$ cat src/spq_pkg.sv
// Package for the sorted priority queue: request/response types and codes.
`timescale 1ns / 1ps

package spq_pkg;

    localparam int VALUE_W = 32;
    localparam int IN_PRIO_W = 8;
    localparam int COUNT_W = 5;

    localparam logic [1:0] REQ_INSERT = 2'd0;
    localparam logic [1:0] REQ_REMOVE = 2'd1;
    localparam logic [1:0] REQ_CLEAR  = 2'd2;

    localparam logic [1:0] STAT_OK    = 2'd0;
    localparam logic [1:0] STAT_FULL  = 2'd1;
    localparam logic [1:0] STAT_EMPTY = 2'd2;

    typedef struct packed {
        logic [1:0]               req_type;
        logic signed [VALUE_W-1:0] item_value;
        logic [IN_PRIO_W-1:0]     item_priority;
    } req_t;

    typedef struct packed {
        logic [1:0]               status;
        logic signed [VALUE_W-1:0] removed_value;
        logic signed [VALUE_W-1:0] front_value;
        logic signed [VALUE_W-1:0] rear_value;
        logic [COUNT_W-1:0]       entry_count;
    } rsp_t;

    // Per-cell control, broadcast and neighbor flags
    typedef struct packed {
        logic ins;        // accepted insert into a non-full queue
        logic rem;        // accepted remove from a non-empty queue
        logic occupied;   // this cell holds an entry
        logic at_end;     // this cell is the first free slot
        logic left_lower; // left neighbor holds a lower priority than the new entry
    } cell_ctrl_t;

endpackage

$ cat src/spq_cell.sv
// One compare-and-shift cell of the sorted priority queue.
`timescale 1ns / 1ps

module spq_cell #(
    parameter int PRIO_BITS = 8
) (
    input  logic                               clk,
    input  spq_pkg::cell_ctrl_t                ctrl,
    input  logic signed [spq_pkg::VALUE_W-1:0] new_value,
    input  logic [PRIO_BITS-1:0]               new_pri,
    input  logic signed [spq_pkg::VALUE_W-1:0] left_value,
    input  logic [PRIO_BITS-1:0]               left_pri,
    input  logic signed [spq_pkg::VALUE_W-1:0] right_value,
    input  logic [PRIO_BITS-1:0]               right_pri,
    output logic signed [spq_pkg::VALUE_W-1:0] value,
    output logic [PRIO_BITS-1:0]               pri,
    output logic                               lower
);

    logic signed [spq_pkg::VALUE_W-1:0] value_reg;
    logic signed [spq_pkg::VALUE_W-1:0] value_next;
    logic [PRIO_BITS-1:0]               pri_reg;
    logic [PRIO_BITS-1:0]               pri_next;
    logic                               take_new;

    assign lower = ctrl.occupied && (pri_reg < new_pri);
    assign take_new = (lower || ctrl.at_end) && !ctrl.left_lower;

    always_comb
    begin
        value_next = value_reg;
        pri_next   = pri_reg;
        priority if (ctrl.ins && ctrl.left_lower)
        begin
            value_next = left_value;
            pri_next   = left_pri;
        end
        else if (ctrl.ins && take_new)
        begin
            value_next = new_value;
            pri_next   = new_pri;
        end
        else if (ctrl.rem)
        begin
            value_next = right_value;
            pri_next   = right_pri;
        end
    end

    always_ff @(posedge clk)
    begin
        value_reg <= value_next;
        pri_reg   <= pri_next;
    end

    assign value = value_reg;
    assign pri   = pri_reg;

endmodule

$ cat src/sorted_priority_queue.sv
// Sorted priority queue built from a row of compare-and-shift cells.
//
//   channel | direction | handshake          | payload
//   --------+-----------+--------------------+----------------
//   req     | in        | req_valid/req_ready| spq_pkg::req_t
//   rsp     | out       | rsp_valid/rsp_ready| spq_pkg::rsp_t
//
// Every request is applied to the cell row when accepted; its response is registered and
// appears the cycle after acceptance. One request per cycle while rsp is taken.
// Reset empties the queue; cell contents are not cleared.
// A waiting response blocks new requests only when rsp_ready is low.
`timescale 1ns / 1ps

module sorted_priority_queue #(
    parameter int DEPTH = 16,
    parameter int PRIO_BITS = 8
) (
    input  logic           clk,
    input  logic           rst_n,
    input  logic           req_valid,
    output logic           req_ready,
    input  spq_pkg::req_t  req,
    output logic           rsp_valid,
    input  logic           rsp_ready,
    output spq_pkg::rsp_t  rsp
);

    localparam int CNT_W = $clog2(DEPTH + 1);
    localparam int EXT_W = (PRIO_BITS > spq_pkg::IN_PRIO_W) ? PRIO_BITS : spq_pkg::IN_PRIO_W;

    logic signed [spq_pkg::VALUE_W-1:0] cell_value [DEPTH];
    logic [PRIO_BITS-1:0]               cell_pri [DEPTH];
    logic [DEPTH-1:0]                   cell_lower;
    spq_pkg::cell_ctrl_t                cell_ctrl [DEPTH];

    logic [CNT_W-1:0]                   count_reg;
    logic [CNT_W-1:0]                   count_next;
    logic signed [spq_pkg::VALUE_W-1:0] rear_reg;
    logic signed [spq_pkg::VALUE_W-1:0] rear_next;
    logic                               rsp_valid_reg;
    logic                               rsp_valid_next;
    spq_pkg::rsp_t                      rsp_reg;
    spq_pkg::rsp_t                      rsp_next;

    logic                               accept;
    logic                               full;
    logic                               empty;
    logic                               ins_ok;
    logic                               rem_ok;
    logic                               clr;
    logic [EXT_W-1:0]                   pri_ext;
    logic [PRIO_BITS-1:0]               new_pri;
    logic signed [spq_pkg::VALUE_W-1:0] front_next;

    assign req_ready = !rsp_valid_reg || rsp_ready;
    assign accept    = req_valid && req_ready;
    assign full      = (count_reg == CNT_W'(DEPTH));
    assign empty     = (count_reg == '0);
    assign ins_ok    = accept && (req.req_type == spq_pkg::REQ_INSERT) && !full;
    assign rem_ok    = accept && (req.req_type == spq_pkg::REQ_REMOVE) && !empty;
    assign clr       = accept && (req.req_type == spq_pkg::REQ_CLEAR);

    assign pri_ext = EXT_W'(req.item_priority);
    assign new_pri = pri_ext[PRIO_BITS-1:0];

    genvar gi;
    generate
        for (gi = 0; gi < DEPTH; gi++)
        begin : g_cell
            assign cell_ctrl[gi].ins        = ins_ok;
            assign cell_ctrl[gi].rem        = rem_ok;
            assign cell_ctrl[gi].occupied   = (CNT_W'(gi) < count_reg);
            assign cell_ctrl[gi].at_end     = (CNT_W'(gi) == count_reg);
            assign cell_ctrl[gi].left_lower = (gi == 0) ? 1'b0 : cell_lower[(gi == 0) ? 0 : gi-1];

            spq_cell #(
                .PRIO_BITS(PRIO_BITS)
            ) u_cell (
                .clk        (clk),
                .ctrl       (cell_ctrl[gi]),
                .new_value  (req.item_value),
                .new_pri    (new_pri),
                .left_value (cell_value[(gi == 0) ? 0 : gi-1]),
                .left_pri   (cell_pri[(gi == 0) ? 0 : gi-1]),
                .right_value(cell_value[(gi == DEPTH-1) ? gi : gi+1]),
                .right_pri  (cell_pri[(gi == DEPTH-1) ? gi : gi+1]),
                .value      (cell_value[gi]),
                .pri        (cell_pri[gi]),
                .lower      (cell_lower[gi])
            );
        end
    endgenerate

    always_comb
    begin
        count_next = count_reg;
        rear_next  = rear_reg;
        front_next = cell_value[0];
        priority if (ins_ok)
        begin
            count_next = count_reg + CNT_W'(1);
            // no lower entry means the new one lands at the rear
            if (!(|cell_lower))
            begin
                rear_next = req.item_value;
            end
            if (cell_lower[0] || empty)
            begin
                front_next = req.item_value;
            end
        end
        else if (rem_ok)
        begin
            count_next = count_reg - CNT_W'(1);
            front_next = cell_value[1];
        end
        else if (clr)
        begin
            count_next = '0;
        end
    end

    always_comb
    begin
        rsp_valid_next = rsp_valid_reg;
        rsp_next       = rsp_reg;
        if (rsp_valid_reg && rsp_ready)
        begin
            rsp_valid_next = 1'b0;
        end
        if (accept)
        begin
            rsp_valid_next = 1'b1;
            rsp_next.status = spq_pkg::STAT_OK;
            if ((req.req_type == spq_pkg::REQ_INSERT) && full)
            begin
                rsp_next.status = spq_pkg::STAT_FULL;
            end
            if ((req.req_type == spq_pkg::REQ_REMOVE) && empty)
            begin
                rsp_next.status = spq_pkg::STAT_EMPTY;
            end
            rsp_next.removed_value = rem_ok ? cell_value[0] : '0;
            rsp_next.front_value   = (count_next == '0) ? '0 : front_next;
            rsp_next.rear_value    = (count_next == '0) ? '0 : rear_next;
            rsp_next.entry_count   = spq_pkg::COUNT_W'(count_next);
        end
    end

    always_ff @(posedge clk or negedge rst_n)
    begin
        if (!rst_n)
        begin
            count_reg     <= '0;
            rsp_valid_reg <= 1'b0;
        end
        else
        begin
            count_reg     <= count_next;
            rsp_valid_reg <= rsp_valid_next;
        end
    end

    always_ff @(posedge clk)
    begin
        rear_reg <= rear_next;
        rsp_reg  <= rsp_next;
    end

    assign rsp_valid = rsp_valid_reg;
    assign rsp       = rsp_reg;

endmodule

$ cat config.mk
export PLATFORM = sky130hd
export DESIGN_NAME = sorted_priority_queue
export DESIGN_NICKNAME = d
export VERILOG_FILES = /design/src/spq_pkg.sv /design/src/spq_cell.sv /design/src/sorted_priority_queue.sv
export SDC_FILE = /design/constraint.sdc
export NUM_CORES = 2
export LEC_CHECK = 0
export CAP_MARGIN = 20
export CORE_ASPECT_RATIO = 1.75
export CORE_MARGIN = 5
export CORE_UTILIZATION = 40
export DETAILED_ROUTE_END_ITERATION = 10
export DONT_BUFFER_PORTS = 1
export SLEW_MARGIN = 20
export SYNTH_ARGS = -nofsm -noshare
export SYNTH_HDL_FRONTEND = slang
export SYNTH_SLANG_ARGS = --single-unit
$ cat constraint.sdc
create_clock -name clk -period 5 [get_ports clk]
set_input_delay 0 -clock clk [delete_from_list [all_inputs] [get_ports clk]]
set_output_delay 0 -clock clk [all_outputs]
set_load 0.05 [all_outputs]
==> summary.md <==
| Metric | Value |
|---|---|
| Place WS | 1.04 ns |
| Synth-to-layout area growth | 10.2% |
| Reg clk slew, reported paths | 0.07 ns |
| CTS Sinks | 781 |
| Worst-Skew Late Latency | 0.67 ns |
| Vias in the first global route | 28,300 |
| Post-Syn Nets | 3,786 |
| Layout cells sized above 1 | 8.14% |
| Dpl cells | 4,717 |
| Outcome | finished, final reports clean |
| Global route total overflow | 0 |
| Crit start category | input port |
| GRT Overall Usage | 22.8% |
| Post_cts resized | 0 |
| DRC viols | 0 |
| Ys flop type | edfxtp_1 |
| CP Data Required Time | 5.39 ns |
| DR vias | 28,300 |
| # fillers | 9,368 |
| Worst reg-to-reg setup slack | 0.99 ns |
| WL/cell | 25.8 um |
| H-tree Lvls | 3 |
| Max Cap Viol | 0 |
| Post-Syn Area | 40,000 um^2 |
| Via density | 5.78 |
| Hold_buf cts | 47 |
| Number of port buffers | 0 |
| Max-slew violations | 0 |
| Synth cell types | 62 |
| I/O pins | 151 |
| Leakage | 0.0159 uW |
| Final Hold Fails | 0 |
| Minimum clock period | 4.53 ns |
| First-pass GRT wire length | 185,000 um |
| Initial antenna violation count | 13 |
| Max reg flops | 512 |
| M1 wire length | 47,000 um |
| Routability cong. | 0.898 |
| Die Area | 107,000 um^2 |
| Syn_area_per_cell | 11.0 um^2 |
| Final wirelength | 126,000 um |
| Top Layer Used | met5 |
| Worst slew pin tran | 1.18 ns |
| DPL Wire Length | 81,200 um |
| Setup violations, final | 0 |
| Row count | 153 |
| Final WS setup | 0.472 ns |
| CTS tree | built |
| Met3 wire length | 7150 um |
| Nets | 3,685 |
| Clock buffer count from CTS | 73 |
| Crit path DAT | 4.92 ns |
| Sum Neg Setup Slack | 0 ns |
| Min Hold Slack | 0.154 ns |
| Post-synthesis register bit count | 781 |
| Peak supply drop | 332 uV |
| Setup Buffers After CTS | 0 |
| CTS max path bufs | 3 |
| CP max FO | 28 |
| Final period utilization | 90.6% |
| Sequential share of the synthesized area | 56.9% |
| Rel. slew slack | 20.9% |
| Fmax achieved | 221 MHz |
| Metal2 WL | 65,800 um |
| CP endpoint kind | register |
| Clock root cell | clkbuf_16 |
| Power, Total | 19,200 uW |
| Clock Skews | 0.0332 ns |
| 1st-pass router iterations | 5 |
| Final non-filler cell total | 4,898 |
| Largest net degree at the start of global routing | 81 |
| Post-DRT Antenna Nets | 0 |
| Die Wd | 249 um |
| Post-synth EDFFs | 711 |
| Initial Util | 40.3% |
| CP Class | in2reg |
| Iter 0 DRT Violations | 2,302 |
| Hold Crit Class | in2reg |
| Die H | 428 um |
| Unrepaired setup endpoints after global routing | no |
| Placeable Area | 99,400 um^2 |
| FFs w/ async S/R, synth | 0.768% |
| Pwr/cell area | 436 nW/um^2 |
| Synth warn | 0 |
| Gate Count Post-Synth | 3,623 |
-- area by class of cell --
| type | instances | area [um^2] | area share (%) |
|---|---|---|---|
| sequential | 781 | 22800 | 51.6 |
| multi-input combinational | 2485 | 15900 | 36.1 |
| clock buffer | 101 | 2120 | 4.80 |
| tap | 1317 | 1650 | 3.73 |
| timing repair buffer | 134 | 1240 | 2.80 |
| clock inverter | 29 | 241 | 0.547 |
| inverter | 47 | 179 | 0.406 |
| antenna | 4 | 10.0 | 0.0227 |
-- critical path: stages --
cell and delay [ns]:
dlygate4sd3_1 0.98, inv_1 0.51, ha_1 0.43, a21o_1 0.12
a211oi_1 0.16, o31a_1 0.45, o21ai_4 0.89, nand3_2 0.87
buf_12 0.45
-- power breakdown --
| group | internal, uW | switching (uW) |
|---|---|---|
| Combinational | 1230 | 2620 |
| Clock | 3130 | 2600 |
| Sequential | 8510 | 1130 |
| Total | 12900 | 6350 |
-- per-stage QoR --
stage                     cell area [um^2]  utilization, %
after floorplan                      40000               -
after global placement               41300            41.5
after detailed placement             41300            41.5
after CTS                            44100            44.4
after global routing                 44100            44.4
final                                44100            44.4
-- cell families after synthesis --
group / after synthesis / synth area share, %
multiplexers: 562 / 14.2
AO/OA/AOI/OAI: 800 / 10.6
AND/OR/NAND/NOR: 1006 / 10.6
buffers and inverters: 357 / 3.95
adder cells (fa/ha/maj): 117 / 3.66
flip-flops: 781 / 56.9
-- cell usage after synthesis, drive strengths merged, types with 3 or more instances --
library cell	instances	area share [%]
a221oi	9	0.20
o21a	5	0.094
inv	47	0.44
edfxtp	711	53
mux2	41	1.2
nor3	6	0.10
or3	6	0.094
ha	117	3.7
nand4	18	0.28
nand2	345	3.2
nor2	461	4.3
nand2b	9	0.14
mux2i	521	13
o21bai	9	0.17
a21o	10	0.19
dfxtp	64	3.2
nor4	3	0.10
or2	5	0.078
o21ai	308	3.9
nor2b	10	0.16
buf	105	1.6
o22ai	41	0.66
a21oi	387	4.8
nor3b	10	0.19
o211ai	3	0.056
nor4b	3	0.14
nand3	84	1.1
clkbuf	205	1.9
a31oi	4	0.063
a211oi	8	0.15
and3	4	0.063
and2	37	0.58
dfrtp	6	0.38
-- worst paths after layout --
| kind | cells after the start | startpoint | to |
|---|---|---|---|
| max | 9 | req[1] | g_cell[1].u_cell.value[28] |
| min | 4 | rsp_ready | count_reg[0] |
| max reg2reg | 9 | count_reg[1] | rsp[21] |
| min reg2reg | 2 | rear_reg[9] | rear_reg[9] |
| max in group asynchronous | 2 | rst_n | count_reg[1] |
| min in group asynchronous | 2 | rst_n | count_reg[3] |
-- metal layers --
layer,vias up,track usage (%)
met5,-,0
met4,10,10.5
met3,292,3.93
met2,991,41.7
met1,14100,25.7
li1,12900,-
-- cells in the final DEF (no fill, tap or decap), drive strengths merged, types with 4 or more instances in the layout --
cell         netlist  layout
edfxtp           711     711
mux2i            521     521
nor2             461     461
a21oi            387     387
nand2            345     345
o21ai            308     308
ha               117     117
clkbuf           205     101
buf              105      87
nand3             84      84
dfxtp             64      64
inv               47      51
dlygate4sd3        0      47
mux2              41      41
o22ai             41      41
and2              37      37
clkinv             0      19
nand4             18      18
nor3b             10      10
a21o              10      10
nor2b             10      10
o21bai             9       9
a221oi             9       9
nand2b             9       9
a211oi             8       8
dfrtp              6       6
nor3               6       6
or3                6       6
o21a               5       5
or2                5       5
diode              0       4
a31oi              4       4
and3               4       4
Note: power is estimated with default switching activity, not from simulation.
